==> config.mk <==
export PLATFORM = sky130hd
export DESIGN_NAME = length_prefixed_message_deframer
export DESIGN_NICKNAME = d
export VERILOG_FILES = /design/src/lpmd_pkg.sv /design/src/lpmd_core.sv /design/src/length_prefixed_message_deframer.sv
export SDC_FILE = /design/constraint.sdc
export NUM_CORES = 1
export LEC_CHECK = 0
export ABC_AREA = 1
export BUFFER_PORTS_ARGS = -buffer_cell sky130_fd_sc_hd__buf_2
export CORE_MARGIN = 4
export CORE_UTILIZATION = 40
export CTS_CLUSTER_SIZE = 25
export DETAILED_ROUTE_END_ITERATION = 12
export GPL_TIMING_DRIVEN = 0
export SLEW_MARGIN = 30
export SYNTH_ARGS = -nofsm -noshare
export SYNTH_HDL_FRONTEND = slang
export SYNTH_SLANG_ARGS = --single-unit
==> constraint.sdc <==
create_clock -name clk -period 4.86 [get_ports clk]
set_input_delay 0.729 -clock clk [delete_from_list [all_inputs] [get_ports clk]]
set_output_delay 0.729 -clock clk [all_outputs]
set_load 0.01 [all_outputs]
==> src/lpmd_pkg.sv <==
package lpmd_pkg;

	localparam int unsigned CFG_INDEX_W = 2;
	localparam int unsigned CFG_DATA_W  = 24;
	localparam int unsigned OUT_DATA_W  = 104;

	localparam logic [CFG_INDEX_W-1:0] CFG_MAX_RECORDS       = 2'd0;
	localparam logic [CFG_INDEX_W-1:0] CFG_MAX_RECORD_LENGTH = 2'd1;

	localparam logic [15:0] MAX_RECORDS_RST       = 16'd64;
	localparam logic [23:0] MAX_RECORD_LENGTH_RST = 24'd65535;

	typedef enum logic [1:0] {
		KIND_TITLE   = 2'd0,
		KIND_COUNT   = 2'd1,
		KIND_LENGTH  = 2'd2,
		KIND_PAYLOAD = 2'd3
	} kind_t;

	typedef enum logic [1:0] {
		ERR_NONE   = 2'd0,
		ERR_COUNT  = 2'd1,
		ERR_LENGTH = 2'd2
	} err_t;

	typedef struct packed {
		logic [7:0]  byte_value;
		kind_t       byte_kind;
		logic [31:0] title_value;
		logic [15:0] record_total;
		logic [15:0] record_index;
		logic [23:0] record_length;
		logic        payload_last;
		logic        frame_last;
		err_t        error_code;
	} result_t;

endpackage

==> src/lpmd_core.sv <==
module lpmd_core import lpmd_pkg::*; (
	input  logic        clk,
	input  logic        arst_n,
	input  logic        en,
	input  logic [7:0]  data_byte,
	input  logic [15:0] max_records,
	input  logic [23:0] max_record_length,
	output result_t     result
);

	kind_t       phase_q, phase_d;
	logic [1:0]  pos_q, pos_d;
	logic [31:0] word_q, word_d;
	logic [31:0] title_q, title_d;
	logic [15:0] count_q, count_d;
	logic [15:0] rec_q, rec_d;
	logic [23:0] len_q, len_d;
	logic [23:0] rem_q, rem_d;

	logic [31:0] word_new;
	logic        complete;
	logic        count_bad;
	logic        len_bad;
	logic [15:0] rec_inc;
	logic        last_record;
	logic [23:0] rem_dec;

	assign word_new    = {data_byte, word_q[31:8]};
	assign complete    = (pos_q == 2'd3);
	assign count_bad   = word_new[31] || (word_new[30:16] != 15'd0) ||
		(word_new[15:0] > max_records);
	assign len_bad     = (word_new[31:24] != 8'd0) || (word_new[23:0] > max_record_length);
	assign rec_inc     = rec_q + 16'd1;
	assign last_record = (rec_inc >= count_q);
	assign rem_dec     = rem_q - 24'd1;

	always_comb begin
		phase_d = phase_q;
		pos_d   = pos_q;
		word_d  = word_q;
		title_d = title_q;
		count_d = count_q;
		rec_d   = rec_q;
		len_d   = len_q;
		rem_d   = rem_q;
		if (phase_q != KIND_PAYLOAD) begin
			word_d = word_new;
			pos_d  = pos_q + 2'd1;
		end
		case (phase_q)
			KIND_TITLE: begin
				if (complete) begin
					title_d = word_new;
					phase_d = KIND_COUNT;
				end
			end
			KIND_COUNT: begin
				if (complete) begin
					if (count_bad || (word_new == 32'd0)) begin
						phase_d = KIND_TITLE;
						pos_d   = 2'd0;
						count_d = 16'd0;
						rec_d   = 16'd0;
						len_d   = 24'd0;
						rem_d   = 24'd0;
					end else begin
						count_d = word_new[15:0];
						rec_d   = 16'd0;
						phase_d = KIND_LENGTH;
					end
				end
			end
			KIND_LENGTH: begin
				if (complete) begin
					if (len_bad || ((word_new[23:0] == 24'd0) && last_record)) begin
						phase_d = KIND_TITLE;
						pos_d   = 2'd0;
						count_d = 16'd0;
						rec_d   = 16'd0;
						len_d   = 24'd0;
						rem_d   = 24'd0;
					end else if (word_new[23:0] == 24'd0) begin
						rec_d   = rec_inc;
						phase_d = KIND_LENGTH;
						pos_d   = 2'd0;
						len_d   = 24'd0;
						rem_d   = 24'd0;
					end else begin
						len_d   = word_new[23:0];
						rem_d   = word_new[23:0];
						phase_d = KIND_PAYLOAD;
					end
				end
			end
			KIND_PAYLOAD: begin
				rem_d = rem_dec;
				if (rem_dec == 24'd0) begin
					pos_d = 2'd0;
					len_d = 24'd0;
					if (last_record) begin
						phase_d = KIND_TITLE;
						count_d = 16'd0;
						rec_d   = 16'd0;
					end else begin
						phase_d = KIND_LENGTH;
						rec_d   = rec_inc;
					end
				end
			end
			default: begin
				phase_d = KIND_TITLE;
			end
		endcase
	end

	always_comb begin
		result               = '0;
		result.byte_value    = data_byte;
		result.byte_kind     = phase_q;
		result.error_code    = ERR_NONE;
		case (phase_q)
			KIND_TITLE: begin
				if (complete) begin
					result.title_value = word_new;
				end
			end
			KIND_COUNT: begin
				result.title_value = title_q;
				if (complete) begin
					if (count_bad) begin
						result.error_code = ERR_COUNT;
						result.frame_last = 1'b1;
					end else if (word_new == 32'd0) begin
						result.frame_last = 1'b1;
					end else begin
						result.record_total = word_new[15:0];
					end
				end
			end
			KIND_LENGTH: begin
				result.title_value  = title_q;
				result.record_total = count_q;
				result.record_index = rec_q;
				if (complete) begin
					if (len_bad) begin
						result.error_code = ERR_LENGTH;
						result.frame_last = 1'b1;
					end else begin
						result.record_length = word_new[23:0];
						if (word_new[23:0] == 24'd0) begin
							result.payload_last = 1'b1;
							result.frame_last   = last_record;
						end
					end
				end
			end
			KIND_PAYLOAD: begin
				result.title_value   = title_q;
				result.record_total  = count_q;
				result.record_index  = rec_q;
				result.record_length = len_q;
				if (rem_dec == 24'd0) begin
					result.payload_last = 1'b1;
					result.frame_last   = last_record;
				end
			end
			default: begin
				result.byte_kind = KIND_TITLE;
			end
		endcase
	end

	always_ff @(posedge clk or negedge arst_n) begin
		if (!arst_n) begin
			phase_q <= KIND_TITLE;
			pos_q   <= 2'd0;
			title_q <= 32'd0;
			count_q <= 16'd0;
			rec_q   <= 16'd0;
			len_q   <= 24'd0;
			rem_q   <= 24'd0;
		end else if (en) begin
			phase_q <= phase_d;
			pos_q   <= pos_d;
			title_q <= title_d;
			count_q <= count_d;
			rec_q   <= rec_d;
			len_q   <= len_d;
			rem_q   <= rem_d;
		end
	end

	always_ff @(posedge clk) begin
		if (en) begin
			word_q <= word_d;
		end
	end

endmodule

==> src/length_prefixed_message_deframer.sv <==
// Deframer for length-prefixed messages, one byte per beat.
// The slave stream (s_tvalid, s_tready, s_tdata) carries the raw message bytes:
// a 32-bit little-endian title, a 32-bit little-endian record count, then for
// each record a 32-bit little-endian length followed by that many payload bytes.
// The master stream gives one beat for every input beat, classifying the byte in
// m_tuser and reporting the header values and the current record in m_tdata;
// m_tlast marks the last byte of a message, including one cut short by an error.
// The user sets the record count and length limits through the write port
// (cfg_we, cfg_index, cfg_data) only while no bytes are in flight; not enforced.
// A beat passes through an input register and a result register before its result
// is offered on the master side. One byte is taken per cycle while the receiver
// keeps up: the state update is a single counter step and compare per byte.
// Reset returns the limits to 64 records and 65535 bytes and expects a title
// byte next. When the receiver stalls, the result is held in the result
// register and the input register still takes one byte; s_tready falls after
// that, as soon as both registers are full.
module length_prefixed_message_deframer import lpmd_pkg::*; (
	input  logic                   clk,
	input  logic                   arst_n,
	input  logic                   s_tvalid,
	output logic                   s_tready,
	input  logic [7:0]             s_tdata,   // data_byte
	output logic                   m_tvalid,
	input  logic                   m_tready,
	// byte_value, title_value, record_total, record_index, record_length,
	// payload_last, error_code, zero fill
	output logic [OUT_DATA_W-1:0]  m_tdata,
	output logic [1:0]             m_tuser,   // byte_kind
	output logic                   m_tlast,   // frame_last
	input  logic                   cfg_we,
	input  logic [CFG_INDEX_W-1:0] cfg_index,
	input  logic [CFG_DATA_W-1:0]  cfg_data
);

	logic        valid_s1;
	logic [7:0]  byte_s1;
	logic        out_valid_q;
	result_t     res_q;
	result_t     res;
	logic        advance;
	logic [15:0] max_records_q;
	logic [23:0] max_record_length_q;

	assign advance  = valid_s1 && (!out_valid_q || m_tready);
	assign s_tready = !valid_s1 || advance;

	always_ff @(posedge clk or negedge arst_n) begin
		if (!arst_n) begin
			max_records_q       <= MAX_RECORDS_RST;
			max_record_length_q <= MAX_RECORD_LENGTH_RST;
		end else if (cfg_we) begin
			if (cfg_index == CFG_MAX_RECORDS) begin
				max_records_q <= cfg_data[15:0];
			end else if (cfg_index == CFG_MAX_RECORD_LENGTH) begin
				max_record_length_q <= cfg_data;
			end
		end
	end

	always_ff @(posedge clk or negedge arst_n) begin
		if (!arst_n) begin
			valid_s1 <= 1'b0;
		end else if (s_tready) begin
			valid_s1 <= s_tvalid;
		end
	end

	always_ff @(posedge clk) begin
		if (s_tready && s_tvalid) begin
			byte_s1 <= s_tdata;
		end
	end

	lpmd_core u_core (
		.clk               (clk),
		.arst_n            (arst_n),
		.en                (advance),
		.data_byte         (byte_s1),
		.max_records       (max_records_q),
		.max_record_length (max_record_length_q),
		.result            (res)
	);

	always_ff @(posedge clk or negedge arst_n) begin
		if (!arst_n) begin
			out_valid_q <= 1'b0;
		end else if (!out_valid_q || m_tready) begin
			out_valid_q <= valid_s1;
		end
	end

	always_ff @(posedge clk) begin
		if (advance) begin
			res_q <= res;
		end
	end

	assign m_tvalid = out_valid_q;
	assign m_tuser  = res_q.byte_kind;
	assign m_tlast  = res_q.frame_last;
	assign m_tdata  = {5'd0, res_q.error_code, res_q.payload_last, res_q.record_length,
		res_q.record_index, res_q.record_total, res_q.title_value, res_q.byte_value};

	a_idle_ready: assert property (@(posedge clk) disable iff (!arst_n)
		!out_valid_q |-> s_tready)
		else $error("input stalled with an empty result register");

	a_error_ends_frame: assert property (@(posedge clk) disable iff (!arst_n)
		out_valid_q && (res_q.error_code != ERR_NONE) |-> res_q.frame_last)
		else $error("error beat without end of frame");

	a_header_no_index: assert property (@(posedge clk) disable iff (!arst_n)
		out_valid_q && ((res_q.byte_kind == KIND_TITLE) || (res_q.byte_kind == KIND_COUNT))
		|-> (res_q.record_index == 16'd0) && (res_q.record_length == 24'd0))
		else $error("header beat carries record fields");

	a_payload_no_error: assert property (@(posedge clk) disable iff (!arst_n)
		out_valid_q && (res_q.byte_kind == KIND_PAYLOAD) |-> (res_q.error_code == ERR_NONE))
		else $error("payload beat with an error code");

endmodule
==> After elaboration in Yosys (flattened, before gate mapping) <==
Cells that the tools add are included.
{ "op_classes": {"addsub": 3, "n_lt_le_gt_ge": 3, "n_eq_ne": 14, "n_mux": 58, "bitwise_logic": 1, "n_reduce_logical": 31} }
{ "op_table": {"columns": ["op", "n"], "rows": [
  ["$mux W16", 15],
  ["$mux W24", 6],
  ["$pmux W24 S3", 2],
  ["$pmux W16 S3", 2],
  ["$pmux W41 S2", 1],
  ["$pmux W32 S2", 1],
  ["$logic_not A24 Y1", 2],
  ["$mux W2", 17],
  ["$logic_not A32 Y1", 1],
  ["$mux W32", 1],
  ["$pmux W16 S2", 1],
  ["$mux W28", 1],
  ["$mux W25", 1],
  ["$gt A24 B24 Y1", 1],
  ["$sub A24 B1 Y24 const B", 1],
  ["$add A16 B1 Y16 const B", 1],
  ["$ge A16 B16 Y1", 1],
  ["$gt A16 B16 Y1", 1],
  ["$reduce_bool A15 Y1", 1],
  ["$ne A2 B1 Y1 const B", 7],
  ["$reduce_and A6 Y1", 2],
  ["$reduce_and A5 Y1", 2],
  ["$pmux W2 S4", 1],
  ["$reduce_bool A8 Y1", 1],
  ["other kinds (21)", 40]
]} }
{ "totals": {"reg_bits": 300, "elab_cells": 132} }

==> Logic depth before layout (Yosys ltp) <==
{ "logic_depth": {"word_depth": 7, "mapped_depth": 22, "ltp_nobuf": 21} }

==> Cells and area by module <==
From an unflattened synthesis, not the netlist that was laid out.
{ "hier_totals": {"cells_unflattened": 1694, "area_unflattened_um2": 14956.8} }
{ "by_module_without_submodules": {"columns": ["module", "n_inst", "cells_per_inst", "area_per_inst_um2", "seq_area_each_um2"], "rows": [
  ["lpmd_core", 1, 1389, 9823.2, 3623.5],
  ["length_prefixed_message_deframer", 1, 305, 5133.7, 4375.4]
]} }

==> Least setup slack after synthesis <==
No wires, ideal clock.
{ "synth_path": {"kind": "input port to flip-flop", "start": "input port m_tready", "end": "register u_core.title_q[10]", "t_arrival_ns": 4.185, "setup_slack_ns": 0.545, "path_stages": 8, "path_buffers": 1, "cell_sequence": "inv_1 > nand2_1 > nand2_1 > inv_1 > nand3_1 > clkbuf_1 > nand2_1 > o21ai_0"} }
{ "synth_via": {"elab_chain_cells": 3} }
{ "synth_lines": {"columns": ["item", "line", "text"], "rows": [
  ["from (decl)", "length_prefixed_message_deframer.sv:24", "input logic m_tready,"],
  ["$logic_or A1 B1 Y1", "length_prefixed_message_deframer.sv:44", "assign advance = valid_s1 && (!out_valid_q || m_tready);"],
  ["$logic_and A1 B1 Y1", "length_prefixed_message_deframer.sv:44", null],
  ["net advance", "length_prefixed_message_deframer.sv:40", "logic advance;"],
  ["$reduce_and A3 Y1 (no line)", null, null],
  ["to (signal assigned)", "lpmd_core.sv:185", "title_q <= title_d;"],
  ["to (decl)", "lpmd_core.sv:14", "logic [31:0] title_q, title_d;"]
]} }
The timed path passes the listed nets, and every way through them passes these cells.
A chain may end at the register's enable or synchronous reset.

==> Worst setup path in the final report <==
{ "layout_path": {"start": "register u_core.rec_q[0]", "end": "register u_core.count_q[11]"} }
{ "layout_via": {"elab_chain_cells": 6, "elab_cells_between_ends": 7, "classes_between": "add/sub (1); order compare (1); eq/ne (2); reduce/logical (3)"} }
{ "layout_lines": {"columns": ["item", "line", "text"], "rows": [
  ["from (decl)", "lpmd_core.sv:16", "logic [15:0] rec_q, rec_d;"],
  ["from (signal assigned)", "lpmd_core.sv:187", "rec_q <= rec_d;"],
  ["$add A16 B1 Y16 (*)", "lpmd_core.sv:33", "assign rec_inc = rec_q + 16'd1;"],
  ["$ge A16 B16 Y1 (*)", "lpmd_core.sv:34", "assign last_record = (rec_inc >= count_q);"],
  ["$logic_and A1 B1 Y1", "lpmd_core.sv:75", "if (len_bad || ((word_new[23:0] == 24'd0) && last_record)) begin"],
  ["$logic_or A1 B1 Y1", "lpmd_core.sv:75", null],
  ["$ne A2 B1 Y1 (no line)", null, null],
  ["$reduce_and A7 Y1 (no line) (*)", null, null],
  ["to (signal assigned)", "lpmd_core.sv:186", "count_q <= count_d;"],
  ["to (decl)", "lpmd_core.sv:15", "logic [15:0] count_q, count_d;"]
]} }
Every way passes the cells marked *; elsewhere a longest branch is shown, timed or not.

==> run_results.csv <==
group,metric,value,unit
placed_design,place_congestion,0.913,
pwr,leakage_power_figure,0.00808,uW
synthesis,synth_commonest_cells,"sky130_fd_sc_hd__nand2_1 (441), sky130_fd_sc_hd__inv_1 (208), sky130_fd_sc_hd__nor2_1 (149)",
pwr,peakVddDrop,0.215,mV
cts,post_cts_resized,0,
floorplanning,die_h,200,um
cells_and_area,antennaDiodeCount,0,
cells_and_area,drive_gt1_share,15.2,%
run_status,run_status,"complete, no violations",
synthesis,synthDistinctLibCells,46,
routing,drt_iter0_drc,907,
cts,clkSlewWorstSetupHoldPaths,60,ps
sta,hold-worst-slack,125,ps
global_route,grt_overflow,0,
routing,wl_met1,18.2,mm
global_route,antenna_found_initial,0,
worst_setup_path,critical_path_arrival,4580,ps
cts,worstSkewPairLatency,520,ps
sta,skew,15.2,ps
synthesis,async_flop_share,54.1,%
routing,route.antenna.remaining_nets,0,
synthesis,cell_area_after_synthesis,14700,sq um
routing,route.detailed.vias_per_inst,5.11,
floorplanning,num_io_pins,148,
floorplanning,chipWidth,200,um
synthesis,synth.yosys.warnings,0,
synthesis,synth.largest_area_cell,"sky130_fd_sc_hd__edfxtp_1",
global_route,global_route_wire_length_before_repair,65.0,mm
sta,fin_crit_sh,85.0,%
cts,cts_num_sinks,292,
pwr,finalPower,7730,uW
routing,routed_wirelength,41.4,mm
worst_setup_path,maximum_net_fanout_on_the_critical_path,10,
cts,ctsHtreeMaxLevel,2,
global_route,pin_count_of_the_biggest_net_entering_global_routing,69,
routing,dr.max_layer_used,"met4",
cts,cts_hold_buf,0,
sta,count_of_pins_over_their_slew_limit,0,
sta,relSlewSlack,51.9,%
cells_and_area,nNetsFinal,1934,
floorplanning,fp-row-count,70,
routing,route.met3.wl,2.18,mm
synthesis,synth_enable_flop_cells,134,
floorplanning,floorplan.initialDensity,40.4,%
synthesis,synthFlopType,"sky130_fd_sc_hd__dfrtp_1",
floorplanning,fp.coreArea,36500,sq um
worst_setup_path,startpoint_type,"flip-flop",
sta,final_setup_violations,0,
sta,fin_crit,4130,ps
floorplanning,die_area,40000,sq um
hold_path,timing.hold.worst.class,"in -> async",
synthesis,yosysMostFrequentCell,"sky130_fd_sc_hd__nand2_1",
worst_setup_path,crit_type,"reg -> reg",
sta,tightest_slew,718,ps
sta,final-hold-violation-count,0,
routing,drcViolationCount,0,
cells_and_area,area.growth.synth_to_final,17.2,%
cts,cts_root_buf,"sky130_fd_sc_hd__clkbuf_16",
cts,post_cts_buffers,0,
worst_setup_path,worst_setup_path_end_kind,"flip-flop",
global_route,first_global_vias,11800,
routing,detail_route.first_pass.iterations,5,
synthesis,cell_types_occupying_the_most_area_after_synthesis,"sky130_fd_sc_hd__edfxtp_1 (27%), sky130_fd_sc_hd__dfrtp_1 (24%), sky130_fd_sc_hd__nand2_1 (11%)",
routing,num_vias,11900,
routing,route.detailed.wl_per_inst,17.8,um
cts,tritoncts.num_buffers,35,
synthesis,post_synth.cell_area_avg,8.97,sq um
sta,fmax,242,MHz
cells_and_area,finalCoreUtilization,47.3,%
cts,max-clock-path-buffers,3,
synthesis,netlist_instances,1643,
sta,rsz0062_at_grt,"false",
synthesis,synth-seq-cells,292,
job,timing.max_cap.violations,0,
cts,tritoncts,"built",
cells_and_area,design_area,17300,sq um
placed_design,post_dp_hpwl,31.5,mm
placed_design,dpl-instance-area,16200,sq um
global_route,grt_usage,20.6,%
placed_design,port_buffers,142,
worst_setup_path,cp_data_required_time,5310,ps
routing,detailroute.wirelength.met2,19.8,mm
synthesis,synth_largest_type_area_fraction,27.3,%
cells_and_area,num-fill-cells,3507,
pwr,pwr_density_cell,447,nW/um^2
synthesis,synth_seq_area_share,54.3,%
[cells in the final DEF, fill, tap and decap left out, types with 3 or more instances in the layout]
cell,synthesis,final
sky130_fd_sc_hd__nand2_1,441,441
sky130_fd_sc_hd__inv_1,208,207
sky130_fd_sc_hd__buf_2,10,151
sky130_fd_sc_hd__nor2_1,149,148
sky130_fd_sc_hd__dfrtp_1,141,141
sky130_fd_sc_hd__o21ai_0,134,134
sky130_fd_sc_hd__edfxtp_1,134,134
sky130_fd_sc_hd__ha_1,65,65
sky130_fd_sc_hd__nand3_1,54,54
sky130_fd_sc_hd__clkbuf_1,44,54
sky130_fd_sc_hd__a21oi_1,46,46
sky130_fd_sc_hd__nand4_1,37,37
sky130_fd_sc_hd__clkbuf_16,0,35
sky130_fd_sc_hd__o31ai_1,21,21
sky130_fd_sc_hd__o21ai_1,20,20
sky130_fd_sc_hd__xor2_1,17,17
sky130_fd_sc_hd__dfstp_2,17,17
sky130_fd_sc_hd__nor3_1,11,11
sky130_fd_sc_hd__nor4_1,10,10
sky130_fd_sc_hd__o41ai_1,8,8
sky130_fd_sc_hd__nor2_2,8,8
sky130_fd_sc_hd__nor2_4,6,7
sky130_fd_sc_hd__nand2_2,7,7
sky130_fd_sc_hd__buf_6,6,6
sky130_fd_sc_hd__nand2_4,5,5
sky130_fd_sc_hd__buf_4,5,5
sky130_fd_sc_hd__conb_1,1,5
sky130_fd_sc_hd__clkinv_1,1,4
sky130_fd_sc_hd__inv_2,4,4
sky130_fd_sc_hd__nor2_8,4,4
sky130_fd_sc_hd__inv_6,0,4
sky130_fd_sc_hd__o21ai_2,4,4
sky130_fd_sc_hd__clkinvlp_4,0,4
sky130_fd_sc_hd__buf_16,0,4
sky130_fd_sc_hd__a32o_1,3,3
sky130_fd_sc_hd__a22oi_1,3,3
sky130_fd_sc_hd__clkinv_4,0,3
sky130_fd_sc_hd__clkbuf_8,0,3
[path summary, 6_finish.rpt]
kind                                  start                       to  slack, ps  cells past startpoint
hold reg to reg            max_records_q[2]         max_records_q[2]        480                      2
setup reg to reg            u_core.rec_q[0]       u_core.count_q[11]        730                     21
hold / removal                       arst_n  max_record_length_q[19]        130                      1
max in group asynchronous            arst_n          u_core.rec_q[5]       3770                      3
setup / recovery            u_core.rec_q[0]       u_core.count_q[11]        730                     21
min in group clk                 s_tdata[4]               byte_s1[4]        380                      1
[stage by stage]
stage / setup WS, ps / std cells / setup TNS, ps
2_1_floorplan: 545 / 1647 / 0
3_3_place_gp: -1210 / 2257 / -36850
3_5_place_dp: 830 / 2261 / 0
4_1_cts: 815 / 2325 / 0
5_1_grt: 314 / 2325 / 0
6_report: 727 / 2325 / 0
[power breakdown]
part	switching (uW)	internal (uW)	leakage, uW
sequential	224	3040	0.00337
combinational	1350	628	0.00419
clock	1040	1440	0.000518
total	2610	5110	0.00808
[sequential cells by signal (all words and copies together), names as in the netlist]
signal and count:
u_core.rec_q 16, u_core.phase_q 2, u_core.pos_q 2, m_tdata 99, u_core.title_q 32, max_record_length_q 24, max_records_q 16, byte_s1 8
u_core.rem_q 24, m_tlast 1, valid_s1 1, m_tvalid 1, u_core.count_q 16, u_core.word_q 24, u_core.len_q 24, m_tuser 2
[critical path, cell delays in order (launching register included)]
cell and delay, ps:
sky130_fd_sc_hd__dfrtp_1 430, sky130_fd_sc_hd__ha_1 210, sky130_fd_sc_hd__nand3_1 130, sky130_fd_sc_hd__nor3_1 260
sky130_fd_sc_hd__inv_1 100, sky130_fd_sc_hd__nor3_1 270, sky130_fd_sc_hd__nand4_1 170, sky130_fd_sc_hd__xor2_1 200
sky130_fd_sc_hd__ha_1 280, sky130_fd_sc_hd__nand2_1 40, sky130_fd_sc_hd__inv_1 60, sky130_fd_sc_hd__nand3_1 80
sky130_fd_sc_hd__nor2_1 190, sky130_fd_sc_hd__nand3_1 100, sky130_fd_sc_hd__nand3_1 190, sky130_fd_sc_hd__nand2_1 80
sky130_fd_sc_hd__nand3_1 110, sky130_fd_sc_hd__nor2_1 60, sky130_fd_sc_hd__nor2_2 370, sky130_fd_sc_hd__clkbuf_1 390
sky130_fd_sc_hd__nand4_1 210, sky130_fd_sc_hd__nand2_1 120
[layout make-up]
class	instances	area [sq um]	area share, %
clock buffer	48	955	5.53
timing repair buffer	146	831	4.81
sequential	292	8000	46.3
inverter	213	805	4.66
clock inverter	16	134	0.775
multi-input combinational	1074	5630	32.6
tap	468	586	3.39
buffer	68	343	1.98
[cell families after synthesis]
logic type / count (synthesis) / share of synthesized area (%)
flip-flops: 292 / 54.3
adder cells (fa/ha/maj): 65 / 5.52
XOR/XNOR: 19 / 1.18
other: 1 / 0.0254
AO/OA/AOI/OAI: 246 / 9.34
AND/OR/NAND/NOR: 739 / 21.9
buffers and inverters: 281 / 7.75
[routing by layer]
| metal | vias up | global-route usage (%) |
|---|---|---|
| met4 | 0 | 6.34 |
| met3 | 75 | 2.70 |
| met5 | - | 0 |
| li1 | 5775 | - |
| met1 | 5681 | 28.4 |
| met2 | 341 | 34.3 |
(Power assumes the default switching activity.)
